File: config.mk
export PLATFORM = sky130hd
export DESIGN_NAME = fdl_outq_flat
export DESIGN_NICKNAME = d
export VERILOG_FILES = /design/src/sv/fdl_pkg.sv /design/src/sv/fdl_out_if.sv /design/src/sv/fdl_outq.sv /design/src/flat_wrapper.sv
export SDC_FILE = /design/constraint.sdc
export NUM_CORES = 1
export LEC_CHECK = 0
export BUFFER_PORTS_ARGS = -buffer_cell sky130_fd_sc_hd__buf_2
export CORE_AREA = 2 2 125 91
export CTS_CLUSTER_DIAMETER = 200
export DETAILED_ROUTE_END_ITERATION = 16
export DIE_AREA = 0 0 127 93
export SYNTH_ARGS = -nofsm -noshare
export SYNTH_HDL_FRONTEND = slang
export SYNTH_SLANG_ARGS = --single-unit
File: constraint.sdc
create_clock -name clk -period 2.51 [get_ports clk]
set_input_delay 0.502 -clock clk [delete_from_list [all_inputs] [get_ports clk]]
set_output_delay 0.502 -clock clk [all_outputs]
set_load 0.01 [all_outputs]
File: src/sv/fdl_pkg.sv
`timescale 1ns / 1ps
// Shared constants and types for the fractional delay line.
package fdl_pkg;

  localparam int DEF_STORE_LENGTH  = 4096;
  localparam int DEF_SAMPLE_BITS   = 24;
  localparam int DEF_FRACTION_BITS = 16;

  // Result queue between the interpolator and the output channel.
  localparam int OUTQ_DEPTH    = 4;
  localparam int OUTQ_PTR_BITS = $clog2(OUTQ_DEPTH);
  localparam int OUTQ_CNT_BITS = $clog2(OUTQ_DEPTH + 1);

  // Qualifiers that travel with each store read.
  typedef struct packed {
    logic fwd;  // use the sample written in the same cycle as the read
    logic ok;   // entry has been written since reset
  } fdl_rd_info_t;

  // Occupancy of the interpolator stages.
  typedef struct packed {
    logic s1;  // base sample arrives, base product formed
    logic s2;  // neighbor sample arrives, neighbor product formed
    logic s3;  // products summed, result pushed
  } fdl_pipe_t;

endpackage

File: src/sv/fdl_out_if.sv
`timescale 1ns / 1ps
// Output sample channel with valid/ready handshake.
interface fdl_out_if import fdl_pkg::*; #(
  parameter int SAMPLE_BITS = DEF_SAMPLE_BITS
) ();
  logic                          valid;
  logic                          ready;
  logic signed [SAMPLE_BITS-1:0] sample_out;

  modport source (output valid, output sample_out, input ready);
  modport sink (input valid, input sample_out, output ready);
endinterface

File: src/sv/fdl_outq.sv
`timescale 1ns / 1ps
// Small result queue that drives the output channel.
module fdl_outq import fdl_pkg::*; #(
  parameter int SAMPLE_BITS = DEF_SAMPLE_BITS
) (
  input  logic                     clk,
  input  logic                     rst,
  input  logic                     push,
  input  logic [SAMPLE_BITS-1:0]   push_data,
  fdl_out_if.source                out_ch,
  output logic [OUTQ_CNT_BITS-1:0] count
);

  logic [SAMPLE_BITS-1:0]   mem [OUTQ_DEPTH];
  logic [OUTQ_PTR_BITS-1:0] wr_ptr;
  logic [OUTQ_PTR_BITS-1:0] rd_ptr;
  logic                     pop;

  assign out_ch.valid      = (count != '0);
  assign out_ch.sample_out = mem[rd_ptr];
  assign pop               = out_ch.valid & out_ch.ready;

  always_ff @(posedge clk) begin
    if (rst) begin
      wr_ptr <= '0;
      rd_ptr <= '0;
      count  <= '0;
    end else begin
      if (push) begin
        wr_ptr <= wr_ptr + 1'b1;
      end
      if (pop) begin
        rd_ptr <= rd_ptr + 1'b1;
      end
      if (push && !pop) begin
        count <= count + 1'b1;
      end else if (!push && pop) begin
        count <= count - 1'b1;
      end
    end
  end

  always_ff @(posedge clk) begin
    if (push) begin
      mem[wr_ptr] <= push_data;
    end
  end

endmodule

File: src/flat_wrapper.sv
// flat-port wrapper written by rule: the top's interface ports become plain ports
module fdl_outq_flat import fdl_pkg::*;
#(
  parameter int SAMPLE_BITS = DEF_SAMPLE_BITS
)
  (clk, rst, push, push_data, count, out_ch_valid, out_ch_sample_out, out_ch_ready);
  fdl_out_if #(.SAMPLE_BITS(SAMPLE_BITS)) out_ch_i ();
  input  logic clk;
  input  logic rst;
  input  logic push;
  input  logic [SAMPLE_BITS-1:0] push_data;
  output logic [OUTQ_CNT_BITS-1:0] count;
  output wire logic [$bits(out_ch_i.valid)-1:0] out_ch_valid;
  output wire logic [$bits(out_ch_i.sample_out)-1:0] out_ch_sample_out;
  input wire logic [$bits(out_ch_i.ready)-1:0] out_ch_ready;
  assign out_ch_valid = out_ch_i.valid;
  assign out_ch_sample_out = out_ch_i.sample_out;
  assign out_ch_i.ready = out_ch_ready;
  fdl_outq #(.SAMPLE_BITS(SAMPLE_BITS)) u_core (.clk(clk), .rst(rst), .push(push), .push_data(push_data), .out_ch(out_ch_i), .count(count));
endmodule
* After elaboration in Yosys (flattened, before gate mapping) *
Memory sizes are Yosys's and may differ from the RTL's. A register that Yosys moved wholly into a read port is not among the register bits.
Index checks and enable logic that the tools add are counted.

word-level totals
  register bits = 7
  bits in latches = 0
  memory bits (writable) = 96
  ROM bits = 0
  input bits = 28
  output and inout bits = 28
  memories kept = 1

memory list
  memory      depth  width  rd ports  clocked after memory_dff  write ports  line            source
  u_core.mem  4      24     1         1                         1            fdl_outq.sv:14  logic [SAMPLE_BITS-1:0] mem [OUTQ_DEPTH];

operators by class
  add/sub/neg operators = 4
  multipliers = 0
  div/mod/pow operators = 0
  magnitude comparators = 0
  eq/ne operators = 0
  shift operators = 0
  multiplexer cells = 6
  bitwise operators = 1
  reductions and logical operators = 6

operators with widths
  cell                                               count
  two-way mux 3 bit                                  2
  adder 2 x 1 -> 2 bit (second input constant)       2
  two-way mux 2 bit                                  2
  adder 3 x 1 -> 3 bit (second input constant)       1
  nonzero test 3 bit                                 1
  subtractor 3 x 1 -> 3 bit (second input constant)  1
  logical AND 1 bit                                  2
  logical NOT 1 bit                                  2
  two-way mux 1 bit                                  2
  nonzero test 2 bit                                 1
  bitwise AND 1 bit                                  1

* Depth between registers and ports, before layout *
  word-level depth = 5
  depth in mapped cells = 7
  gate-level depth less buffers = 7

* Worst setup path after synthesis *
No wires, ideal clock.

  kind = register -> register
  from = register u_core.count[0]
  to = register u_core.count[2]
  library setup time = 0.070 ns
  data arrival time = 1.932 ns
  required time = 2.440 ns
  path slack = 0.507 ns
  cell stages (with the launch flop) = 8
  clock period less this slack = 2.003 ns
  cells stage by stage = dfxtp_1 > o31ai_1 > ha_1 > inv_1 > fa_1 > xor2_1 > or3_1 > a21oi_1

on the way
  word-level cells in the longest chain between the ends = 5

RTL lines
  element                                                                            line            source
  from (decl)                                                                        fdl_outq.sv:11  output logic [OUTQ_CNT_BITS-1:0] count
  from (signal assigned)                                                             fdl_outq.sv:36  count <= count + 1'b1;
  from (signal assigned)                                                             fdl_outq.sv:38  count <= count - 1'b1;
  parallel branches: the longest is 5 deep, another holds subtractor 3 x 1 -> 3 bit  --

Several ways; the timed one is not identified. The select of a mux whose other input is x is not followed.
A chain may end at the register's enable or synchronous reset.

==> results.toml <==
[clocking]
cts.repair.resized = 0
cts-root-buf = "clkbuf_16"
cts_made_buffers = 9
cts_setup_buffers = 0
cts_max_level = 3
numClockSinks = 105
cts.clk_slew.worst_paths_ns = 0.07
cts_hold_buf = 0
cts_tree = "built"
clock_path_buffers = 2
clkLatencyLatePin_ns = 0.34

[critical_path]
crit_path_end_kind = "output pin"
critPathArrivalTime_ns = 1.80
critPathKind = "reg -> out"
worst_ep_required_time_ns = 2.01
path_max_fanout = 16
startpoint_type = "flip-flop"

[place]
dpl.hpwl_mm = 4.264
gp_congestion = 0.7296
io_buffer_count = 55

[yosys]
synth_top_family_by_area = "multiplexers"
syn-num-nets = 203
synth-compound-area-share = 0.006677
synth_xor_area_frac = 0.01113
avgSynthCellArea_um2 = 23.28
syn_area_um2 = 3935
ys_seq_area_frac = 0.7784
synth_mux_area_frac = 0.1463
synth_warnings = 0
syn-instance-count = 169
synthSimpleGateAreaFrac = 0.01622
synthAdderAreaFrac = 0.02099
ys_ff_latch = 105
yosysUniqueCellTypes = 21

[route]
route.detailed.drc = 0
routed_wl_mm = 6.511
drt_first_pass_iters = 4
routedWlPerCell_um = 17.27
vias_per_cell = 4.828
drt_iter0_markers = 92
ant_nets = 0
vias = 1820

[floorplanning]
rows = 32
dieWidth_um = 127
die_y_um = 93
coreArea_um2 = 10650
io-pin-count = 56
start_util = 0.3695
die-area_um2 = 11810

[run]
maxCapViolations = 0

[pwr]
p_per_area_nw_per_um2 = 940.7
cellLeakagePower_nw = 1.645
ir_drop_uv = 339.7

[global_route]
grt_pass1_vias = 1889
grt_overflow_total = 0
grt_pass1_wl_mm = 9.970
antenna_found_initial = 0
grtUsageTotal = 0.1167
grt_max_degree = 21

[run_status]
status = "complete, no violations"

[min_path]
hp-class = "in -> reg"

[timing]
skew_ns = 0.008774
layout_worst_path_cycle_share = 0.9164
min_period_ns = 2.300
tns_ns = 0
finalSetupViolCount = 0
worstMarginPinSlew_ns = 0.5728
slew_viol_final = 0
slew_headroom = 0.6181
rsz0062_at_grt = "no"
fmax_mhz = 434.7
whs_ns = 0.3761
hold_viol_final = 0

[layout]
layout_common_cells = "edfxtp_1 (96), buf_2 (55), mux4_2 (20), clkbuf_16 (11), dfxtp_1 (8)"
final_net_count = 270
n_antenna_cell = 0
layout_commonest_cell = "edfxtp_1"
drive_above_1_share = 0.4066
final_util = 0.4435
syn2layout_area_growth_pct = 20.03
-- layer usage --
metal	GRT usage	vias to the layer above	routed length (um)
met5	0	-	0
met4	0.03571	0	49
met3	0.05320	5	412
met2	0.1850	45	3220
met1	0.1448	942	2829
li1	-	828	-
-- worst max-delay path, stage by stage, from the launching register on --
cell     delay [ns]
dfxtp_2        0.53
buf_12         0.24
mux4_2         0.52
buf_2          0.16
-- Yosys cell counts, drive strengths merged --
| master | number | area share |
|---|---|---|
| a21oi | 1 | 0.0013 |
| and2 | 4 | 0.0064 |
| buf | 5 | 0.016 |
| clkbuf | 2 | 0.0019 |
| dfxtp | 9 | 0.046 |
| edfxtp | 96 | 0.73 |
| fa | 1 | 0.0051 |
| ha | 5 | 0.016 |
| inv | 3 | 0.0029 |
| mux2i | 2 | 0.0051 |
| mux4 | 24 | 0.14 |
| nor2 | 7 | 0.0067 |
| o21ai | 1 | 0.0013 |
| o311ai | 1 | 0.0022 |
| o31ai | 1 | 0.0019 |
| or3 | 2 | 0.0032 |
| xnor2 | 1 | 0.0022 |
| xor2 | 4 | 0.0089 |
-- flip-flops by register name, indices dropped and copies added, names as in the netlist, named ones only --
name	cells
u_core.wr_ptr	2
u_core.mem	96
u_core.rd_ptr	2
u_core.count	3
-- final timing paths --
| kind | startpoint | to | slack [ns] | cells after the start |
|---|---|---|---|---|
| setup / recovery | flip-flop | out_ch_sample_out[2] | 0.21 | 3 |
| setup reg to reg | u_core.count[0]$_SDFFE_PP0P_ | u_core.count[2]$_SDFFE_PP0P_ | 0.38 | 7 |
| hold reg to reg | u_core.rd_ptr[1]$_SDFFE_PP0P_ | u_core.rd_ptr[1]$_SDFFE_PP0P_ | 0.53 | 2 |
| hold / removal | push_data[5] | u_core.mem[2][5]$_DFFE_PP_ | 0.38 | 1 |
-- power by group --
group / switching [W] / internal [W] / leakage (nW) / total (W)
logic: 0.000445 / 0.000512 / 0.538 / 0.000958
clock network: 0.000565 / 0.000793 / 0.151 / 0.00136
registers: 0.0000972 / 0.00203 / 0.956 / 0.00213
-- logic make-up after synthesis --
| logic type | Yosys count |
|---|---|
| flip-flops | 105 |
| AO/OA/AOI/OAI | 4 |
| AND/OR/NAND/NOR | 13 |
| buffers and inverters | 10 |
| XOR/XNOR | 5 |
| multiplexers | 26 |
| adder cells (fa/ha/maj) | 6 |
-- through the flow --
| stage | area (um2) | instances | setup slack [ns] | total power, W |
|---|---|---|---|---|
| final | 4723 | 377 | 0.2098 | 0.004443 |
| after global routing | 4723 | 377 | 0.1035 | 0.004655 |
| after CTS | 4723 | 377 | 0.1545 | 0.004509 |
| after detailed placement | 4423 | 361 | 0.3773 | 0.003148 |
| after global placement | 4423 | 361 | 0.4808 | 0.003134 |
| after floorplan | 3935 | 169 | 0.5075 | 0.002834 |
-- final cells by class --
type,instances,area [um2]
Fill cell,943,5927
Sequential cell,105,3064
Multi-Input combinational cell,54,792.0
Timing Repair Buffer,63,385.4
Clock buffer,13,282.8
Tap cell,136,170.2
Clock inverter,3,17.52
Inverter,3,11.26
(Power assumes the default switching activity.)
