--- src/sv/fdl_pkg.sv ---
`timescale 1ns / 1ps
// Shared constants and types for the fractional delay line.
package fdl_pkg;

  localparam int DEF_STORE_LENGTH  = 4096;
  localparam int DEF_SAMPLE_BITS   = 24;
  localparam int DEF_FRACTION_BITS = 16;

  // Result queue between the interpolator and the output channel.
  localparam int OUTQ_DEPTH    = 4;
  localparam int OUTQ_PTR_BITS = $clog2(OUTQ_DEPTH);
  localparam int OUTQ_CNT_BITS = $clog2(OUTQ_DEPTH + 1);

  // Qualifiers that travel with each store read.
  typedef struct packed {
    logic fwd;  // use the sample written in the same cycle as the read
    logic ok;   // entry has been written since reset
  } fdl_rd_info_t;

  // Occupancy of the interpolator stages.
  typedef struct packed {
    logic s1;  // base sample arrives, base product formed
    logic s2;  // neighbor sample arrives, neighbor product formed
    logic s3;  // products summed, result pushed
  } fdl_pipe_t;

endpackage

--- src/sv/fdl_interp.sv ---
`timescale 1ns / 1ps
// Linear interpolator with one multiplier shared by the base and neighbor products.
module fdl_interp import fdl_pkg::*; #(
  parameter int SAMPLE_BITS   = DEF_SAMPLE_BITS,
  parameter int FRACTION_BITS = DEF_FRACTION_BITS
) (
  input  logic                     clk,
  input  logic                     rst,
  input  logic                     start,
  input  fdl_rd_info_t             rd_info,
  input  logic [SAMPLE_BITS-1:0]   rd_data,
  input  logic [SAMPLE_BITS-1:0]   fwd_sample,
  input  logic [FRACTION_BITS-1:0] alpha,
  output fdl_pipe_t                pipe,
  output logic                     res_valid,
  output logic [SAMPLE_BITS-1:0]   res_data
);

  localparam int PROD_W = SAMPLE_BITS + FRACTION_BITS + 1;
  localparam logic [SAMPLE_BITS-1:0] SIGN = SAMPLE_BITS'(1) << (SAMPLE_BITS - 1);
  localparam logic [FRACTION_BITS:0] ONE  = (FRACTION_BITS + 1)'(1) << FRACTION_BITS;

  logic [SAMPLE_BITS-1:0]   sel;
  logic [SAMPLE_BITS-1:0]   op_a;
  logic [FRACTION_BITS:0]   op_b;
  logic [FRACTION_BITS:0]   om;
  logic [PROD_W-1:0]        prod;
  logic [PROD_W-1:0]        base_prod;
  logic [PROD_W-1:0]        next_prod;
  logic [PROD_W-1:0]        sum;

  // Samples are handled in offset binary so the truncating shift is a floor.
  always_comb begin
    sel  = rd_info.fwd ? fwd_sample : (rd_info.ok ? rd_data : '0);
    op_a = sel ^ SIGN;
    om   = ONE - {1'b0, alpha};
    op_b = pipe.s1 ? om : {1'b0, alpha};
    prod = {{(FRACTION_BITS + 1){1'b0}}, op_a} * {{SAMPLE_BITS{1'b0}}, op_b};
    sum  = base_prod + next_prod;
  end

  always_ff @(posedge clk) begin
    if (rst) begin
      pipe <= '0;
    end else begin
      pipe.s1 <= start;
      pipe.s2 <= pipe.s1;
      pipe.s3 <= pipe.s2;
    end
  end

  always_ff @(posedge clk) begin
    if (pipe.s1) begin
      base_prod <= prod;
    end
    if (pipe.s2) begin
      next_prod <= prod;
    end
  end

  assign res_valid = pipe.s3;
  assign res_data  = sum[SAMPLE_BITS+FRACTION_BITS-1:FRACTION_BITS] ^ SIGN;

endmodule

--- config.mk ---
export PLATFORM = sky130hd
export DESIGN_NAME = fdl_interp
export DESIGN_NICKNAME = d
export VERILOG_FILES = /design/src/sv/fdl_pkg.sv /design/src/sv/fdl_interp.sv
export SDC_FILE = /design/constraint.sdc
export NUM_CORES = 1
export LEC_CHECK = 0
export BUFFER_PORTS_ARGS = -buffer_cell sky130_fd_sc_hd__buf_2
export CORE_UTILIZATION = 58
export CTS_CLUSTER_DIAMETER = 150
export CTS_CLUSTER_SIZE = 25
export DETAILED_ROUTE_END_ITERATION = 10
export GPL_TIMING_DRIVEN = 0
export PLACE_DENSITY_LB_ADDON = 0.3
export SYNTH_ARGS = -nofsm -noshare
export SYNTH_HDL_FRONTEND = slang
export SYNTH_SLANG_ARGS = --single-unit
--- constraint.sdc ---
create_clock -name clk -period 7.72 [get_ports clk]
set_clock_uncertainty 0.2 [all_clocks]
set_input_delay 0.772 -clock clk [delete_from_list [all_inputs] [get_ports clk]]
set_output_delay 0.772 -clock clk [all_outputs]
set_load 0.01 [all_outputs]
==> Word level (Yosys, flattened, before mapping) <==
Index checks and enable logic that the tools add are counted.
{ "totals": {"register_bits": 83, "input_bits": 69, "output_inout_bits": 28, "elab_cells": 13} }
{ "classes": {"n_addsub": 2, "mul": 1, "n_mux": 3, "n_bitwise": 2} }
{ "ops": {"columns": ["cell", "count"], "rows": [
  ["two-way mux 24 bit", 2],
  ["adder 40 bit", 1],
  ["multiplier 24 x 17 -> 40 bit", 1],
  ["two-way mux 17 bit", 1],
  ["subtractor 17 x 16 -> 17 bit (first input constant)", 1],
  ["inverter 1 bit", 2]
]} }

==> Logic depth before layout (Yosys ltp) <==
{ "logic_depth": {"ltp_word": 4, "depth_mapped": 31} }

==> Worst setup path after synthesis <==
OpenSTA, ideal clock, no wires.
{ "synth_timing": {"kind": "register -> register", "start": "reg pipe[2] in the netlist's numbering", "end": "reg base_prod[36], data pin", "setup_ps": 197, "arrival_ps": 8029, "setup_slack_ps": -705, "stages_incl_launch_ff": 28, "n_path_buf": 3, "cell_sequence": "dfxtp_1 > clkbuf_1 > clkbuf_1 > o41ai_1 > xnor2_1 > clkbuf_1 > nand2_1 > fa_1 > inv_1 > fa_1 > inv_1 > fa_1 > inv_1 > fa_1 > fa_1 > inv_1 > fa_1 > inv_1 > ha_1 > a21o_1 > a221o_1 > a31o_1 > or3_4 > a31oi_4 > o31ai_2 > a2111oi_2 > a41oi_1 > o311ai_1"} }
{ "synth_between": {"elab_chain_len": 2} }
{ "synth_rtl": {"columns": ["item", "line", "rtl"], "rows": [
  ["start, declared", "fdl_interp.sv:14", "output fdl_pipe_t pipe,"],
  ["two-way mux 17 bit", "fdl_interp.sv:37", "op_b = pipe.s1 ? om : {1'b0, alpha};"],
  ["multiplier 24 x 17 -> 40 bit", "fdl_interp.sv:38", "prod = {{(FRACTION_BITS + 1){1'b0}}, op_a} * {{SAMPLE_BITS{1'b0}}, op_b};"],
  ["net prod[36]", "fdl_interp.sv:27", "logic [PROD_W-1:0] prod;"],
  ["end signal, assigned", "fdl_interp.sv:54", "base_prod <= prod;"],
  ["end, declared", "fdl_interp.sv:28", "logic [PROD_W-1:0] base_prod;"]
]} }
The timed path passes the listed nets, and every way through them passes these cells.
A chain may end at the register's enable or synchronous reset.

==> Worst setup path in the final report <==
{ "layout_timing": {"start": "in alpha[3]", "end": "reg next_prod[38], data pin"} }
{ "layout_between": {"elab_chain_len": 3} }
{ "layout_rtl": {"columns": ["item", "line", "rtl"], "rows": [
  ["start, declared", "fdl_interp.sv:13", "input logic [FRACTION_BITS-1:0] alpha,"],
  ["subtractor 17 x 16 -> 17 bit", "fdl_interp.sv:36", "om = ONE - {1'b0, alpha};"],
  ["two-way mux 17 bit (*)", "fdl_interp.sv:37", null],
  ["multiplier 24 x 17 -> 40 bit (*)", "fdl_interp.sv:38", null],
  ["net prod[38]", "fdl_interp.sv:27", null],
  ["end signal, assigned", "fdl_interp.sv:57", "next_prod <= prod;"],
  ["end, declared", "fdl_interp.sv:29", "logic [PROD_W-1:0] next_prod;"]
]} }
The timed path passes the listed nets; every way through them passes the cells marked *.

==> flow_summary.toml <==
[placement]
placed_area_um2 = 18400
dp_hpwl_um = 40200
io_buffers = 95
placedCellCount = 2368
gp_congestion = 0.981
dp_slack_ps = -1830

[global_route]
grt_first_pass_wirelength_um = 79600
grt_pass1_vias = 14800
overflow = 0
grt_antenna_before_repair = 1
grt_use_total = 0.347
grt_max_degree = 23

[logic_synthesis]
syn_area_um2 = 17300
postSynthAreaPerCell_um2 = 9.16
yosysWarnings = 0
async_reset_ff_frac = 0
synthDistinctLibCells = 68
ys_ff_latch = 83
synthTopCellsByArea = "fa_1 38%, edfxtp_1 14%, ha_1 11%"
synth_top_area_cell = "fa_1"
syn_nets = 2435
yosysTopAreaCellShare = 0.380
ys.flop_type = "edfxtp_1"
synth_most_common_cell = "inv_1"
synth-edff-count = 80
synthCells = 1888
yosysSeqAreaShare = 0.142
synth_common_cells = "425 x inv_1, 328 x fa_1, 316 x nand2_1"

[die]
die_w_um = 175
fp.coreArea_um2 = 29000
start_util = 0.596
fp-row-count = 62
chipHeight_um = 175
boundaryPins = 97
dieArea_um2 = 30500

[layout]
final_nets = 2625
final_util = 0.702
area_growth_syn_to_layout_pct = 17.8
instances_no_fill = 2469
nFillCells = 2192
drive_above_1_share = 0.187
regArea_um2 = 2470
multi_input_area_um2 = 13800
fin_area_um2 = 20400

[detailed_routing]
wl_per_cell_um = 21.8
vias = 14600
routed_wl_um = 53900
ant_nets = 0
route.detailed.drc = 0
drtPass1Iterations = 5
vias_per_cell = 5.90
first_iter_violations = 1345

[worst_setup_path]
cp_slowest_stage_delay_ps = 580
crit_buf_inv = 11
crit_slowest_cell = "fa_2"
critPathKind = "input port to flop"
cp_top_family = "adder cells"
cp-start-kind = "input port"
cp_max_fo = 4
crit_arrival_ps = 8250
cp.required_ps = 7600
endpoint_kind = "flop"

[run_status]
outcome = "finished with violations"
violations = "negative setup slack"

[sta]
slew_headroom = 0.188
setup_slack_ps = -655
finalCritPeriodShare = 1.08
fin_crit_ps = 8370
rsz0062_at_grt = "true"
max_freq_mhz = 119
setup_viol = 42
tightest_slew_ps = 1220
finalMaxSlewViolations = 0
hold_viol = 0

[clocking]
clock_path_buffers = 2
clock_latency_ps = 330
cts-root-buf = "clkbuf_16"
cts_num_sinks = 83
h-tree-depth = 3
cts_buffers = 9
clkSlewWorstSetupHoldPaths_ps = 60
tritoncts = "done"

[job]
cap_violations = 0

[worst_hold_path]
hp-class = "flop to flop"
placed cells by master (no fill, tap or decap), types with 9 or more instances in the layout:
cell type / n
a21o_1: 26
clkbuf_16: 9
xor2_1: 19
a21oi_1: 41
ha_1: 137
fa_1: 315
and2_1: 16
buf_6: 9
o21ai_0: 20
clkbuf_4: 16
buf_2: 96
nand2_1: 310
nor2_1: 130
nand3_1: 13
edfxtp_1: 80
buf_4: 78
ha_4: 9
clkbuf_2: 17
inv_1: 417
nor2b_1: 12
xnor2_1: 39
a22o_1: 18
fa_2: 13
a22oi_1: 17
metrics by stage:
step           TNS [ps]  hold WS (ps)
2_1_floorplan     -1050           481
3_3_place_gp     -63790           572
6_report         -16060           440
5_1_grt          -21940           447
3_5_place_dp     -70590           525
4_1_cts           -2330           433
worst register-to-register path, delay by kind of cell, from the launching register on:
kind                     cells  cell delay, ps
buffers and inverters       10            1540
XOR/XNOR                     2             310
AND/OR/NAND/NOR              3             710
AO/OA/AOI/OAI                7            1210
adder cells (fa/ha/maj)      7            3360
flip-flops                   1             510
routing by layer:
metal,global-route usage,vias to the layer above,part of all wire
met4,0.177,0,0.059
met2,0.551,977,0.45
met3,0.0918,216,0.12
met1,0.440,7154,0.37
li1,-,6214,-
met5,0,-,0
cells by family after synthesis:
kind of cell | after synthesis | synth area share
adder cells (fa/ha/maj) | 478 | 0.488
AND/OR/NAND/NOR | 534 | 0.128
XOR/XNOR | 83 | 0.0420
AO/OA/AOI/OAI | 221 | 0.0927
buffers and inverters | 489 | 0.107
flip-flops | 83 | 0.142
area by class of cell:
type | count | share of cell area
Buffer | 61 | 0.0230
Multi-Input combinational cell | 1316 | 0.680
Antenna cell | 2 | 0.000246
Inverter | 426 | 0.0788
Clock inverter | 7 | 0.00252
Clock buffer | 9 | 0.0111
Timing Repair Buffer | 181 | 0.0597
Tap cell | 384 | 0.0236
Sequential cell | 83 | 0.121
flip-flops by register name (all words and copies together) (netlist names):
| register | flops |
|---|---|
| res_valid | 1 |
| next_prod | 40 |
| pipe | 2 |
| base_prod | 40 |
path summary, 6_finish.rpt:
path         cells after the start  slack [ps]     start            end
max                             33        -650  alpha[3]  next_prod[38]
min                              0         440   pipe[2]  base_prod[17]
max reg2reg                     29        -380   pipe[2]  next_prod[38]
min reg2reg                      0         440   pipe[2]  base_prod[17]
repair_timing:
| action | in CTS | in global routing |
|---|---|---|
| cloned | 1 | 0 |
| pin swaps | 66 | 44 |
| setup buffers | 63 | 21 |
| setup endpoints to repair | 58 | 38 |
| hold buffers | 0 | 0 |
| gates resized for setup | 167 | 91 |
Power is not shown: default switching activity piles up to over one toggle a cycle in this logic, so the estimate is an artifact.
