`config.mk`:
```
export PLATFORM = sky130hd
export DESIGN_NAME = fdl_addr
export DESIGN_NICKNAME = d
export VERILOG_FILES = /design/src/sv/fdl_pkg.sv /design/src/sv/fdl_addr.sv
export SDC_FILE = /design/constraint.sdc
export NUM_CORES = 1
export LEC_CHECK = 0
export ABC_AREA = 1
export BUFFER_PORTS_ARGS = -buffer_cell sky130_fd_sc_hd__buf_2
export CAP_MARGIN = 25
export CORE_MARGIN = 3
export CORE_UTILIZATION = 36
export DETAILED_ROUTE_END_ITERATION = 12
export GPL_TIMING_DRIVEN = 0
export PLACE_DENSITY = 0.52
export SLEW_MARGIN = 20
export SYNTH_ARGS = -nofsm -noshare
export SYNTH_HDL_FRONTEND = slang
export SYNTH_SLANG_ARGS = --single-unit
```
`constraint.sdc`:
```
create_clock -name clk -period 2.15 [get_ports clk]
set_clock_uncertainty 0.05 [all_clocks]
set_input_delay 0.215 -clock clk [delete_from_list [all_inputs] [get_ports clk]]
set_output_delay 0.215 -clock clk [all_outputs]
set_load 0.03 [all_outputs]
```
`src/sv/fdl_pkg.sv`:
```
`timescale 1ns / 1ps
// Shared constants and types for the fractional delay line.
package fdl_pkg;

  localparam int DEF_STORE_LENGTH  = 4096;
  localparam int DEF_SAMPLE_BITS   = 24;
  localparam int DEF_FRACTION_BITS = 16;

  // Result queue between the interpolator and the output channel.
  localparam int OUTQ_DEPTH    = 4;
  localparam int OUTQ_PTR_BITS = $clog2(OUTQ_DEPTH);
  localparam int OUTQ_CNT_BITS = $clog2(OUTQ_DEPTH + 1);

  // Qualifiers that travel with each store read.
  typedef struct packed {
    logic fwd;  // use the sample written in the same cycle as the read
    logic ok;   // entry has been written since reset
  } fdl_rd_info_t;

  // Occupancy of the interpolator stages.
  typedef struct packed {
    logic s1;  // base sample arrives, base product formed
    logic s2;  // neighbor sample arrives, neighbor product formed
    logic s3;  // products summed, result pushed
  } fdl_pipe_t;

endpackage

```
`src/sv/fdl_addr.sv`:
```
`timescale 1ns / 1ps
// Write index, read position, fill count and lag register of the delay line.
module fdl_addr import fdl_pkg::*; #(
  parameter int STORE_LENGTH  = DEF_STORE_LENGTH,
  parameter int SAMPLE_BITS   = DEF_SAMPLE_BITS,
  parameter int FRACTION_BITS = DEF_FRACTION_BITS,
  localparam int AW           = $clog2(STORE_LENGTH),
  localparam int LAG_BITS     = AW + FRACTION_BITS,
  localparam int CW           = $clog2(STORE_LENGTH + 1)
) (
  input  logic                     clk,
  input  logic                     rst,
  input  logic                     lag_we,
  input  logic [LAG_BITS-1:0]      lag_wdata,
  input  logic                     accept,
  input  logic [SAMPLE_BITS-1:0]   sample,
  input  logic                     second_read,
  output logic                     busy,
  output logic                     ram_we,
  output logic [AW-1:0]            ram_waddr,
  output logic [SAMPLE_BITS-1:0]   ram_wdata,
  output logic [AW-1:0]            ram_raddr,
  output fdl_rd_info_t             rd_info,
  output logic [SAMPLE_BITS-1:0]   fwd_sample,
  output logic [FRACTION_BITS-1:0] alpha
);

  localparam int PW = LAG_BITS + 1;
  localparam logic [PW-1:0]       SPAN      = PW'(STORE_LENGTH) << FRACTION_BITS;
  localparam logic [AW-1:0]       LAST      = AW'(STORE_LENGTH - 1);
  localparam logic [AW-1:0]       HALF      = AW'(STORE_LENGTH / 2);
  localparam logic [AW-1:0]       OFF_RESET = AW'(STORE_LENGTH - STORE_LENGTH / 2);
  localparam logic [CW-1:0]       FULL      = CW'(STORE_LENGTH);
  localparam logic [LAG_BITS-1:0] LAG_RESET = LAG_BITS'(STORE_LENGTH / 2) << FRACTION_BITS;

  logic [AW-1:0]            wi;
  logic [AW-1:0]            base;
  logic [AW-1:0]            off;    // base measured from the first written entry
  logic [CW-1:0]            fill;
  logic [LAG_BITS-1:0]      lag;
  logic                     recalc_a;
  logic                     recalc_b;

  logic [PW-1:0]            pos_diff;
  logic [PW-1:0]            pos;
  logic [AW-1:0]            off_calc;
  logic [LAG_BITS-1:0]      lag_sat;
  logic                     base_ok_now;
  logic                     base_ok_next;

  // Read position of the next item, recomputed only after a lag write.
  always_comb begin
    pos_diff = {1'b0, wi, {FRACTION_BITS{1'b0}}} - {1'b0, lag};
    pos      = pos_diff[PW-1] ? pos_diff + SPAN : pos_diff;
    off_calc = (base >= HALF) ? base - HALF : base + OFF_RESET;
    lag_sat  = ({1'b0, lag_wdata} >= SPAN) ? LAG_BITS'(SPAN - 1'b1) : lag_wdata;
    // The entry at the write index counts as written during its own write.
    base_ok_now  = CW'(off) <= fill;
    base_ok_next = CW'(off) < fill;
  end

  always_ff @(posedge clk) begin
    if (rst) begin
      wi       <= HALF;
      base     <= '0;
      off      <= OFF_RESET;
      fill     <= '0;
      lag      <= LAG_RESET;
      alpha    <= '0;
      recalc_a <= 1'b0;
      recalc_b <= 1'b0;
      rd_info  <= '0;
    end else begin
      recalc_a <= lag_we;
      recalc_b <= recalc_a;
      if (lag_we) begin
        lag <= lag_sat;
      end
      if (recalc_a) begin
        base  <= pos[LAG_BITS-1:FRACTION_BITS];
        alpha <= pos[FRACTION_BITS-1:0];
      end
      if (recalc_b) begin
        off <= off_calc;
      end
      if (accept) begin
        wi   <= (wi == LAST) ? '0 : wi + 1'b1;
        base <= (base == LAST) ? '0 : base + 1'b1;
        off  <= (off == LAST) ? '0 : off + 1'b1;
        if (fill != FULL) begin
          fill <= fill + 1'b1;
        end
      end
      if (accept) begin
        rd_info.fwd <= (base == wi);
        rd_info.ok  <= base_ok_now;
      end else if (second_read) begin
        rd_info.fwd <= 1'b0;
        rd_info.ok  <= base_ok_next;
      end else begin
        rd_info <= '0;
      end
    end
  end

  always_ff @(posedge clk) begin
    if (accept) begin
      fwd_sample <= sample;
    end
  end

  // The base pointer already points at the neighbor in the cycle after accept.
  assign ram_raddr = base;
  assign ram_we    = accept;
  assign ram_waddr = wi;
  assign ram_wdata = sample;
  assign busy      = recalc_a | recalc_b;

endmodule

```
; ---- Word level (Yosys, flattened, before mapping)
; Cells that the tools add are included.
[classes]
n_addsub = 8
n_lt_le_gt_ge = 3
eq_ne = 5
n_mux = 11
n_bitwise = 1
reduce_logical = 3
[ops]
columns = cell, n
row1 = 12-bit 2-to-1 mux, 8
row2 = 12-bit by 1-bit adder with 12-bit output (second input constant), 3
row3 = 12-bit == test (second input constant), 3
row4 = 28-bit by 28-bit subtractor with 29-bit output, 1
row5 = 28-bit by 1-bit adder with 28-bit output (second input constant), 1
row6 = 28-bit 2-to-1 mux, 1
row7 = 13-bit by 1-bit adder with 13-bit output (second input constant), 1
row8 = 12-bit by 13-bit <= comparator with 1-bit output, 1
row9 = 12-bit by 13-bit < comparator with 1-bit output, 1
row10 = 13-bit != test (second input constant), 1
row11 = 12-bit adder (second input constant), 1
row12 = 12-bit == test, 1
row13 = 12-bit greater-or-equal comparator (second input constant), 1
row14 = 12-bit subtractor (second input constant), 1
row15 = 2-bit nonzero test, 2
row16 = 2-bit 2-to-1 mux, 1
row17 = 2-bit AND reduction, 1
row18 = 1-bit 2-to-1 mux, 1
row19 = 1-bit OR, 1
[totals]
reg_bits = 121
input_bits = 57
wordCells = 42

; ---- Longest topological paths before layout
; Gate-level depths: netlist of the first run.
[depth]
word_depth = 5
ltp_mapped = 13

; ---- Worst setup path before layout of the first run
; OpenSTA, ideal clock, no wires.
[synth_timing]
path_type = register to register
start = register wi[5] (netlist: ram_waddr[5])
end = register base[11] (netlist: ram_raddr[11])
arrival_ns = 1.681
t_required_ns = 2.030
path_slack_ns = 0.350
path_stages_with_launch = 13
cell_sequence = dfxtp_1 -> ha_1 -> nand2_1 -> inv_1 -> nand2_1 -> nand2_1 -> nand2_1 -> nand2_1 -> nor2_1 -> nand2_1 -> nand2_1 -> nand3_1 -> a21oi_1
[synth_between]
elab_chain_cells = 5
[synth_rtl]
columns = element, line
row1 = start: declaration, fdl_addr.sv:36  ; logic [AW-1:0] wi;
row2 = start signal: assignment, fdl_addr.sv:87  ; wi <= (wi == LAST) ? '0 : wi + 1'b1;
row3 = 28-bit by 28-bit subtractor with 29-bit output *, fdl_addr.sv:53  ; pos_diff = {1'b0, wi, {FRACTION_BITS{1'b0}}} - {1'b0, lag};
row4 = 28-bit by 1-bit adder with 28-bit output, fdl_addr.sv:54  ; pos = pos_diff[PW-1] ? pos_diff + SPAN : pos_diff;
row5 = 28-bit 2-to-1 mux *, fdl_addr.sv:54
row6 = 12-bit 2-to-1 mux *, fdl_addr.sv:79  ; if (recalc_a) begin
row7 = 12-bit 2-to-1 mux *, fdl_addr.sv:86  ; if (accept) begin
row8 = end signal: assignment, fdl_addr.sv:80  ; base <= pos[LAG_BITS-1:FRACTION_BITS];
row9 = end signal: assignment, fdl_addr.sv:88  ; base <= (base == LAST) ? '0 : base + 1'b1;
row10 = end: declaration, fdl_addr.sv:37  ; logic [AW-1:0] base;
; Mark *: on every way between the ends. The rest lies on a longest branch, timed or not. The select of a mux whose other input is x is not followed.
; A chain may end at the register's enable or synchronous reset.

; ---- Final worst setup path of the first run
[layout_timing]
start = register wi[2] (netlist: ram_waddr[2])
end = register base[11] (netlist: ram_raddr[11])
; The elaborated chain is that of the path after synthesis.

==> results of run 1 <==
==> metal layers <==
metal / global-route usage [%] / wire length, um / vias to the layer above
met5: 0 / 0 / -
met4: 7.949 / 590 / 0
met3: 3.476 / 870 / 44
met2: 36.72 / 10820 / 179
met1: 26.58 / 10310 / 3230
li1: - / - / 3665
==> Yosys cell counts, types with 5 or more instances <==
| master | count |
|---|---|
| a21oi_1 | 86 |
| buf_2 | 6 |
| buf_4 | 30 |
| clkbuf_1 | 13 |
| dfxtp_1 | 97 |
| edfxtp_1 | 24 |
| ha_1 | 29 |
| inv_1 | 124 |
| inv_2 | 7 |
| nand2_1 | 189 |
| nand2_2 | 9 |
| nand3_1 | 67 |
| nand3b_1 | 7 |
| nand4_1 | 16 |
| nor2_1 | 104 |
| nor2_2 | 16 |
| nor3_1 | 17 |
| nor4_1 | 5 |
| o21ai_0 | 76 |
| o21ai_1 | 5 |
| o22ai_1 | 7 |
| xor2_1 | 27 |
==> timing repair <==
| item | CTS | global route |
|---|---|---|
| resized for setup | 0 | 3 |
| buffers inserted | 0 | 0 |
| setup endpoints to repair | 0 | 3 |
| hold buffers | 30 | 0 |
| endpoints found under the hold margin | 30 | 0 |
==> cell families after synthesis <==
family,Yosys count
fa+ha+maj,29
xor+xnor,29
compound gates,190
buf+inv,184
flops,121
simple gates,443
==> flip-flops by register name, summed over array words and instances (netlist names), 2 cells and up <==
name and flops:
ram_raddr 12, fill 13, alpha 16, fwd_sample 24, lag 28, ram_waddr 12
off 12, rd_info 2
==> layout make-up <==
cell class	instances	share of cell area, %
Buffer	53	3.694
Clock buffer	17	4.705
Clock inverter	15	1.564
Inverter	131	5.438
Multi-Input combinational cell	691	40.09
Sequential cell	121	29.46
Tap cell	260	3.598
Timing Repair Buffer	177	11.46
==> per-stage QoR <==
step                      power [uW]  instance area, sq um  hold WS [ps]
final                           6606                  9042         22.48
after global routing            6925                  9042         26.81
after CTS                       6652                  9036         10.67
after detailed placement        3849                  8169         358.6
after global placement          3844                  8169         358.5
after floorplan                 3440                  7108         263.9
==> worst paths after layout <==
kind,slack [ps],startpoint,end,cells after the start
hold / removal,20,lag_wdata[6],lag[6],3
setup reg to reg,180,ram_waddr[2],ram_raddr[11],10
setup / recovery,180,ram_waddr[2],ram_raddr[11],10
hold reg to reg,410,lag[19],lag[19],2
==> report_power, final <==
group	leakage, uW	switching, uW	internal [uW]
sequential	0.00103	126	2460
clock	0.000277	1150	1610
combinational	0.00283	834	430
==> cell usage in the layout, fill, tap and decap left out, drive strengths merged <==
master / netlist / routed
nand2: 198 / 198
buf: 40 / 187
inv: 131 / 138
nor2: 123 / 123
dfxtp: 97 / 97
a21oi: 88 / 88
o21ai: 81 / 81
nand3: 69 / 69
dlygate4sd3: 0 / 30
clkbuf: 13 / 30
ha: 29 / 29
xor2: 27 / 27
edfxtp: 24 / 24
nor3: 20 / 20
nand4: 16 / 16
nand3b: 7 / 7
o22ai: 7 / 7
nor4: 5 / 5
clkinv: 0 / 5
a221oi: 4 / 4
o221ai: 3 / 3
nor3b: 3 / 3
or2: 2 / 2
xnor2: 2 / 2
clkinvlp: 0 / 2
a211oi: 2 / 2
a41oi: 1 / 1
o31ai: 1 / 1
a31oi: 1 / 1
a22oi: 1 / 1
o211ai: 1 / 1
bufinv: 0 / 1
==> critical path, delay by kind of cell (launching register included) <==
kind	cells	cell delay [ps]
AO/OA/AOI/OAI	2	320
adder cells (fa/ha/maj)	1	390
flip-flops	1	550
AND/OR/NAND/NOR	7	580
==> summary.md, run 1 <==
| Metric | Value |
|---|---|
| Initial Utilization | `a little under two fifths` |
| Fin util | `around 48%` |
| Fill cell count | `1989` |
| Ranking of synthesized cells by area | `dfxtp_1 (27%), edfxtp_1 (10%), nand2_1 (10%)` |
| Synth warn | `0` |
| Num rows | `50` |
| Syn nets | `around 1100` |
| Initial DRC Count | `400` |
| DRC Markers | `0` |
| Worst-skew pair later-pin latency | `420 ps` |
| CP cell instances | `ha_2 > nand2_1 > nand2_1 > a21oi_2 > nor2_1 > nor2_1 > nand2_1 > nand2_1 > nand3_1 > a21oi_1` |
| Critical Path End Type | `register` |
| Grt total ovfl | `0` |
| Gr usage total | `21.22%` |
| Number of global-route vias before repair | `6908` |
| Multi-input gate area | `~0.0036 sq mm` |
| Sink Count | `121` |
| Largest net degree at the start of global routing | `30` |
| Fmax | `between 0.5 and 0.6 GHz` |
| Reg area | `~0.0027 sq mm` |
| Number of synthesized flops with an enable pin | `24` |
| Area Growth Syn to Fin | `27.21%` |
| Synth unique cells | `between 40 and 50` |
| Share of the yosys chip area belonging to registers | `37.46%` |
| Main flop type after synthesis | `dfxtp_1` |
| Clk slew on worst S/H paths | `about 60 ps` |
| Clock buffer depth | `2` |
| Final setup fails | `0` |
| Leakage Power | `roughly 0.0041 uW` |
| CTS tree | `built` |
| Area of the mapped netlist | `between 0.007 and 0.008 sq mm` |
| CP Launch Type | `register` |
| Routability congestion estimate | `0.8955` |
| Max Cap Viol | `0` |
| Mux cell area share after synthesis | `0%` |
| H-Tree Depth | `4` |
| Worst slew pin tran | `between 700 and 800 ps` |
| Die Area | `around 0.021 sq mm` |
| Power per cell area | `730.6 mW/mm^2` |
| Post-Synth Simple-Gate Area | `27.85%` |
| Post-Place Setup Slack | `around 87 ps` |
| Routed len/inst | `15.42 um` |
| Critical-path top delay cell | `dfxtp_1` |
| Crit-path max FO | `8` |
| Crit-path max cell delay | `~550 ps` |
| Initial DRT Pass Iterations | `5` |
| Layout cells sized above 1 | `21.99%` |
| Setup TNS Final | `0 ps` |
| Yosys top cell by area | `dfxtp_1` |
| Syn Area/Cell | `roughly 7.1 sq um` |
| First-pass GRT wire length | `around 37000 um` |
| Setup CP Type | `reg -> reg` |
| Die W | `between 100 and 150 um` |
| CTS buffer count | `17` |
| Antenna violations before repair | `0` |
| Main combinational cell family by area after synthesis | `simple AND/OR/NAND/NOR gates` |
| Post-synth ARST share | `0%` |
| Req. time, crit path | `roughly 2500 ps` |
| Port bufs | `about 150` |
| Cells after Synth | `996` |
| Top-area cell type share of the netlist area | `a little over a quarter` |
| Post-synthesis xor/xnor area fraction | `about 3.6%` |
| Area share of fa/ha/maj cells after synthesis | `5.105%` |
| Final Worst Setup Slack | `179.5 ps` |
| RSZ-0062 raised after global routing | `no` |
| Register bit total from synthesis | `roughly 120` |
| Post-DP HPWL | `17240 um` |
| Outcome | `completed` |
| Layout net count | `1278` |
| Routed vias | `a little over 7000` |
| Largest vdd supply drop | `approximately 0.57 mV` |
| Final std cells w/o fill | `roughly 1500` |
| Slew headroom | `between 40% and 50%` |
| Count of pins over their slew limit | `0` |
| Io pins | `roughly 150` |
| CP arrival | `2270 ps` |
| DRT Wirelength | `between 20000 and 25000 um` |
| Crit share post-route | `roughly nine tenths` |
| Worst hold path type | `in -> reg` |
| Final min period | `approximately 2000 ps` |
| Placeable Area | `between 0.015 and 0.02 sq mm` |
| Dpl cells | `approximately 1400` |
| CTS Root Cell | `clkbuf_16` |
| Antenna-violating nets left | `0` |
| Fin. Hold Viols | `0` |
| Via density | `about 5` |
| Synth Area in Compound Gates | `approximately 14%` |
| Die Y | `roughly 150 um` |
| Ant. Diodes | `0` |
| Crit-path most repeated cell | `nand2_1` |
Note: power is estimated with default switching activity, not from simulation.
==> inputs of run 2 (changes only) <==
--- a/config.mk
+++ b/config.mk
@@ -5,14 +5,15 @@
 export SDC_FILE = /design/constraint.sdc
 export NUM_CORES = 1
 export LEC_CHECK = 0
-export ABC_AREA = 1
+export ABC_AREA = 0
 export BUFFER_PORTS_ARGS = -buffer_cell sky130_fd_sc_hd__buf_2
 export CAP_MARGIN = 25
 export CORE_MARGIN = 3
 export CORE_UTILIZATION = 36
 export DETAILED_ROUTE_END_ITERATION = 12
 export GPL_TIMING_DRIVEN = 0
-export PLACE_DENSITY = 0.52
+export PLACE_DENSITY = 0.53
+export REMOVE_ABC_BUFFERS = 1
 export SLEW_MARGIN = 20
 export SYNTH_ARGS = -nofsm -noshare
 export SYNTH_HDL_FRONTEND = slang
==> run 2 against run 1 <==
  * The flow now finishes with violations (setup timing)
  * Largest cell class unchanged
  * Combinational power fell by 6%
  * Clock-buffer cell count rose by 2
  * Highest routed layer unchanged
  * Register-to-register slack got worse by 590 ps
==> summary.md, run 2 <==
| Metric | Value |
|---|---|
| Post-DP HPWL | `11850 um` |
| Fin. Hold Viols | `0` |
| Final std cell area, no fill | `slightly below 0.009 sq mm` |
| Worst slew pin tran | `about 940 ps` |
| Area Growth Syn to Fin | `32.62%` |
| Placeable Area | `0.01754 sq mm` |
| RSZ-0062 raised after global routing | `yes` |
| Initial DRT Pass Iterations | `5` |
| Power per cell area | `roughly 770 mW/mm^2` |
| CP Launch Type | `register` |
| Synth warn | `0` |
| Req. time, crit path | `2390 ps` |
| Die Area | `0.01975 sq mm` |
| Critical Path Source | `lag[3]` |
| Number of synthesized flops with an enable pin | `24` |
| Port bufs | `148` |
| Share of the yosys chip area belonging to registers | `approximately two fifths` |
| Crit-path max cell delay | `540 ps` |
| Beginning of the worst hold path | `lag_wdata[5]` |
| Syn Area/Cell | `9.040 sq um` |
| Commonest non-fill, non-tap cell in the layout | `buf_2` |
| Ant. Diodes | `0` |
| Clk slew on worst S/H paths | `~60 ps` |
| Largest vdd supply drop | `around 0.6 mV` |
| CP cell instances | `or4_4 > or4_4 > o31a_1 > o31ai_4 > buf_4 > xnor2_2 > o22ai_2` |
| Cells after Synth | `between 700 and 800` |
| Via density | `slightly above 5` |
| DRT Wirelength | `between 15000 and 20000 um` |
| Worst reg2reg startpoint | `lag[3]` |
| Num rows | `48` |
| Worst-skew pair later-pin latency | `410 ps` |
| H-Tree Depth | `4` |
| Number of global-route vias before repair | `about 5500` |
| Largest regs | `lag x28, fwd_sample x24, alpha x16` |
| Largest net degree at the start of global routing | `71` |
| Crit-path most repeated cell | `or4_4` |
| Switching Share | `27.92%` |
| CTS buffer count | `17` |
| Final Worst Setup Slack | `-409.9 ps` |
| Worst Hold Slack | `around 16 ps` |
| Sink Count | `about 120` |
| Die Y | `between 100 and 150 um` |
| Grt total ovfl | `0` |
| Routability congestion estimate | `between 0.8 and 0.9` |
| Io pins | `about 150` |
| Register bit total from synthesis | `approximately 120` |
| Crit path buffers/inverters | `1` |
| Clock buffer depth | `2` |
| Crit share post-route | `119.1%` |
| Most frequent cells in the layout | `buf_2 (146), nor2_1 (110), dfxtp_1 (90)` |
| Cell Int Power | `4771 uW` |
| Slew headroom | `a little under two fifths` |
| Initial DRC Count | `329` |
| Fin util | `about half` |
| Final setup fails | `8` |
| Ranking of synthesized cells by area | `dfxtp_1 (30%), edfxtp_1 (11%), mux2i_1 (7.5%)` |
| Setup TNS Final | `-2165 ps` |
| DRC Markers | `0` |
| Seq pwr share | `39.5%` |
| CP arrival | `around 2800 ps` |
| Top cell family by delay on the critical path | `simple AND/OR/NAND/NOR gates` |
| Fmax | `0.3906 GHz` |
| CTS Root Cell | `clkbuf_16` |
| Count of pins over their slew limit | `0` |
| Worst hold path type | `in -> reg` |
| Area of the mapped netlist | `roughly 0.0065 sq mm` |
| Layout cells sized above 1 | `25.72%` |
| Logic pwr share | `between 15 and 20%` |
| Largest register FFs | `28` |
| Critical Path End Type | `register` |
| Outcome | `finished, violations left` |
| Yosys top cell by area | `dfxtp_1` |
| Clk pwr share | `around 43%` |
| Post-synth ARST share | `0%` |
| Net Sw Power | `roughly 1800 uW` |
| CTS tree | `built` |
| Top-area cell type share of the netlist area | `29.79%` |
| Gr usage total | `16.68%` |
| Most frequent cells after synthesis | `nor2_1 (110), dfxtp_1 (97), mux2i_1 (49)` |
| Top reg by flops | `lag` |
| Antenna-violating nets left | `0` |
| Layout net count | `979` |
| Initial Utilization | `37.16%` |
| Critical-path top delay cell | `or4_4` |
| Max Cap Viol | `0` |
| Failing checks | `setup timing` |
| Synth unique cells | `64` |
| Die W | `roughly 140 um` |
| Leakage Power | `between 0.003 and 0.004 uW` |
| Most common cell in the netlist | `nor2_1` |
| Antenna violations before repair | `0` |
| Power Total | `about 6600 uW` |
| Setup CP Type | `reg -> reg` |
| First-pass GRT wire length | `approximately 27000 um` |
| DP Area | `0.007268 sq mm` |
| Routed vias | `5726` |
| Crit-path max FO | `4` |
| Routed len/inst | `approximately 15 um` |
| Final min period | `~2600 ps` |
| Main flop type after synthesis | `dfxtp_1` |
## run 2: changes by cell type after synthesis, moves of 16 or more
| cell | before | now |
|---|---|---|
| nand2_1 | 189 | 39 |
| inv_1 | 124 | 34 |
| a21oi_1 | 86 | 24 |
| o21ai_0 | 76 | 16 |
| nand3_1 | 67 | 16 |
| mux2i_1 | 0 | 49 |
| xnor2_1 | 2 | 44 |
| nor2_2 | 16 | 0 |
## run 2: timing repair
item                                   CTS  global route
setup endpoints to repair               14            17
hold buffers                            50             0
endpoints found under the hold margin   50             0
pin swaps                               11             9
gates resized for setup                 14            22
setup buffers                            4            11
## run 2: layout make-up
| class | count | area, sq um |
|---|---|---|
| timing repair buffer | 215 | 1414 |
| clock buffer | 19 | 432.9 |
| fill | 1698 | 8894 |
| sequential | 121 | 2674 |
| multi-input combinational | 504 | 3560 |
| inverter | 34 | 127.6 |
| tap | 225 | 281.5 |
| clock inverter | 13 | 153.9 |
## run 2: worst register-to-register path, stage by stage (launching register included)
cell     delay [ps]
dfxtp_2         320
or4_4           540
or4_4           460
o31a_1          380
o31ai_4         310
buf_4           190
xnor2_2         110
o22ai_2          80
## run 2: path summary, 6_finish.rpt
kind             endpoint  slack, ps  depth (start not counted)
max          ram_raddr[7]       -410                          7
min                lag[5]         20                          3
max reg2reg  ram_raddr[7]       -410                          7
min reg2reg      alpha[3]        430                          2
## run 2: cells by family (layout without fill, tap and decap cells)
group / after synthesis / after routing / synth area share, %
compound gates: 112 / 112 / 11.92
xor+xnor: 66 / 66 / 8.869
fa+ha+maj: 29 / 29 / 5.567
buf+inv: 96 / 281 / 7.180
flops: 121 / 121 / 40.85
mux: 51 / 51 / 7.871
simple gates: 246 / 246 / 17.74
## run 2: stage by stage
stage	worst slack [ps]	cells
finish	-409.9	1131
CTS	-406.9	1120
floorplan	-326.2	659
global route	-481.6	1131
detailed placement	-562.4	1034
global placement	-826.0	1032
## run 2: power by group through the flow
stage          registers (uW)  logic [uW]  clock network (uW)
2_1_floorplan            2790         458                   0
3_3_place_gp             2650        1010                   0
3_5_place_dp             2650        1030                   0
4_1_cts                  2610        1130                2880
5_1_grt                  2630        1290                2990
6_report                 2610        1180                2820
## run 2: layer usage
metal / vias to the layer above / GRT usage (%) / wire length, um
met4: 0 / 5.048 / 191
li1: 2863 / - / -
met5: - / 0 / 0
met3: 13 / 4.336 / 1266
met2: 186 / 27.07 / 7841
met1: 2664 / 21.85 / 7707
==> inputs of run 3 (changes only) <==
--- a/config.mk
+++ b/config.mk
@@ -8,12 +8,14 @@
 export ABC_AREA = 0
 export BUFFER_PORTS_ARGS = -buffer_cell sky130_fd_sc_hd__buf_2
 export CAP_MARGIN = 25
+export CORE_ASPECT_RATIO = 1.2
 export CORE_MARGIN = 3
 export CORE_UTILIZATION = 36
 export DETAILED_ROUTE_END_ITERATION = 12
 export GPL_TIMING_DRIVEN = 0
 export PLACE_DENSITY = 0.53
 export REMOVE_ABC_BUFFERS = 1
+export SKIP_LAST_GASP = 1
 export SLEW_MARGIN = 20
 export SYNTH_ARGS = -nofsm -noshare
 export SYNTH_HDL_FRONTEND = slang
==> run 3 against run 2 <==
  * The flow still finishes with violations (setup timing)
  * Via count grew 0.42%
  * Combinational power is essentially flat
  * Critical path depth grew 2
  * Die area is essentially flat
  * Clock power decreased by 7.1%
  * Sequential share of layout area up 0.64 points
  * Setup slack improved by 49 ps
  * Sequential power hardly changed
  * Routed wire length increased by 3.3%
  * Core utilization down 1.3 points
==> summary.md, run 3 (synthesis results as in run 2) <==
| Metric | Value |
|---|---|
| Reg area | `around 0.0027 sq mm` |
| Commonest non-fill, non-tap cell in the layout | `buf_2` |
| Placeable Area | `~0.018 sq mm` |
| Layout cells sized above 1 | `a little under a quarter` |
| Worst Hold Slack | `~29 ps` |
| Net Sw Power | `~1800 uW` |
| Via density | `between 5 and 6` |
| Top reg by flops | `lag` |
| Antenna-violating nets left | `0` |
| Worst Hold Depth | `3` |
| Ant. Diodes | `0` |
| DRT Wirelength | `17570 um` |
| Seq pwr share | `40.9%` |
| Area Growth Syn to Fin | `29.76%` |
| Initial Utilization | `36.95%` |
| Worst hold path type | `in -> reg` |
| Multi-input gate area | `0.003468 sq mm` |
| RSZ-0062 raised after global routing | `yes` |
| First-pass GRT wire length | `28350 um` |
| Power per cell area | `about 750 mW/mm^2` |
| Grt total ovfl | `0` |
| Beginning of the worst hold path | `lag_wdata[14]` |
| Crit share post-route | `116.8%` |
| Fin. Hold Viols | `0` |
| Worst R2R Setup Slack | `-360 ps` |
| Largest net degree at the start of global routing | `71` |
| Leakage Power | `~0.0036 uW` |
| Routability congestion estimate | `~0.9` |
| Setup CP Type | `reg -> reg` |
| Worst slew pin tran | `slightly above 900 ps` |
| Setup TNS Final | `-2835 ps` |
| Most frequent cells in the layout | `buf_2 (146), nor2_1 (110), dfxtp_1 (91)` |
| CP arrival | `2750 ps` |
| Sink Count | `121` |
| Post-Place Setup Slack | `-508.7 ps` |
| Layout net count | `just under 1000` |
| Initial DRT Pass Iterations | `5` |
| Die W | `between 100 and 150 um` |
| Port bufs | `148` |
| Final std cell area, no fill | `between 0.008 and 0.009 sq mm` |
| Worst reg2reg startpoint | `lag[3]` |
| Clk slew on worst S/H paths | `50 ps` |
| Number of global-route vias before repair | `5671` |
| Cell Int Power | `4559 uW` |
| Largest register FFs | `28` |
| Largest regs | `lag x28, fwd_sample x24, alpha x16` |
| Post-DP HPWL | `between 10000 and 15000 um` |
| Final Worst Setup Slack | `-361.4 ps` |
| H-Tree Depth | `4` |
| Req. time, crit path | `2390 ps` |
| CTS buffer count | `17` |
| Crit-path max FO | `6` |
| Failing checks | `setup timing` |
| Clock buffer depth | `2` |
| DP Area | `about 0.0073 sq mm` |
| Largest vdd supply drop | `between 0.4 and 0.5 mV` |
| Final min period | `around 2500 ps` |
| Clk pwr share | `about two fifths` |
| CTS Root Cell | `clkbuf_16` |
| Num rows | `between 50 and 60` |
| Final setup fails | `15` |
| Initial DRC Count | `about 270` |
| Switching Share | `between 20% and 30%` |
| Max Cap Viol | `0` |
| CP Launch Type | `register` |
| Routed vias | `5750` |
| Outcome | `finished, violations left` |
| Io pins | `about 150` |
| Gr usage total | `between 10% and 20%` |
| Fmax | `~0.4 GHz` |
| Die Y | `153.4 um` |
| R2R Path End | `alpha[9]` |
| Routed len/inst | `~16 um` |
| Critical Path End Type | `register` |
| Die Area | `0.01976 sq mm` |
| DRC Markers | `0` |
| R2R depth | `9` |
| Logic pwr share | `between 15 and 20%` |
| WHS Endpoint | `lag[14]` |
| Fill cell count | `1653` |
| Worst-skew pair later-pin latency | `roughly 420 ps` |
| Count of pins over their slew limit | `0` |
| Slew headroom | `about 38%` |
| CTS tree | `built` |
| Antenna violations before repair | `0` |
==> run 3: changes by cell type in the layout (fill, tap and decap cells not counted), moves of 3 or more <==
cell	change
ha_4	-3
bufinv_16	-3
a21oi_1	+3
buf_4	-9
ha_1	+3
==> run 3: power groups by stage <==
| stage | clock [uW] | sequential [uW] | combinational, uW |
|---|---|---|---|
| 3_3_place_gp | 0 | 2660 | 1000 |
| 4_1_cts | 2690 | 2610 | 1130 |
| 6_report | 2620 | 2610 | 1150 |
| 5_1_grt | 2790 | 2630 | 1260 |
| 3_5_place_dp | 0 | 2660 | 1030 |
| 2_1_floorplan | 0 | 2790 | 458 |
==> run 3: cell type report <==
class | count | share of cell area [%]
flip-flops and latches | 121 | 31.57
clock inverters | 7 | 0.5178
inverters | 34 | 1.509
well taps | 220 | 3.255
multi-input cells | 504 | 41.01
clock buffers | 23 | 5.918
repair buffers | 209 | 16.22
==> run 3: critical path: stages, from the launching register on <==
cell     delay [ps]
dfxtp_2         320
or4_4           530
or4_4           450
buf_4           150
buf_6           100
buf_6           130
or3_4           330
xor2_1          150
mux2i_1         130
nor2_1           50
==> run 3: metrics by stage <==
stage | util (%) | std cells | power [uW]
final | 47.94 | 1118 | 6385
after global routing | 47.94 | 1118 | 6678
after CTS | 47.45 | 1114 | 6435
after detailed placement | 41.13 | 1029 | 3692
after global placement | 40.78 | 1027 | 3664
after floorplan | - | 659 | 3245
==> run 3: what timing repair did <==
action | CTS | global route
hold buffers | 51 | 0
buffers inserted | 4 | 4
hold endpoints to repair | 51 | 0
pin swaps | 9 | 15
gates resized for setup | 7 | 12
setup endpoints to repair | 14 | 26
==> run 3: per-layer routing <==
layer / global-route usage (%) / part of all wire (%) / vias to the layer above
met4: 6.003 / 2.1 / 0
met5: 0 / 0 / -
li1: - / - / 2840
met1: 21.32 / 43 / 2705
met3: 4.614 / 5.5 / 27
met2: 30.53 / 49 / 178
==> run 3: worst max path at each step <==
stage | slack, ps | start | to | cells after the start
floorplan | -330 | ram_raddr[0] | ram_raddr[5] | 7
global placement | -930 | ram_raddr[0] | ram_raddr[9] | 6
detailed placement | -510 | ram_raddr[0] | ram_raddr[5] | 7
CTS | -420 | lag[3] | ram_raddr[9] | 6
global route | -440 | lag[3] | ram_raddr[9] | 6
finish | -360 | lag[3] | alpha[9] | 9
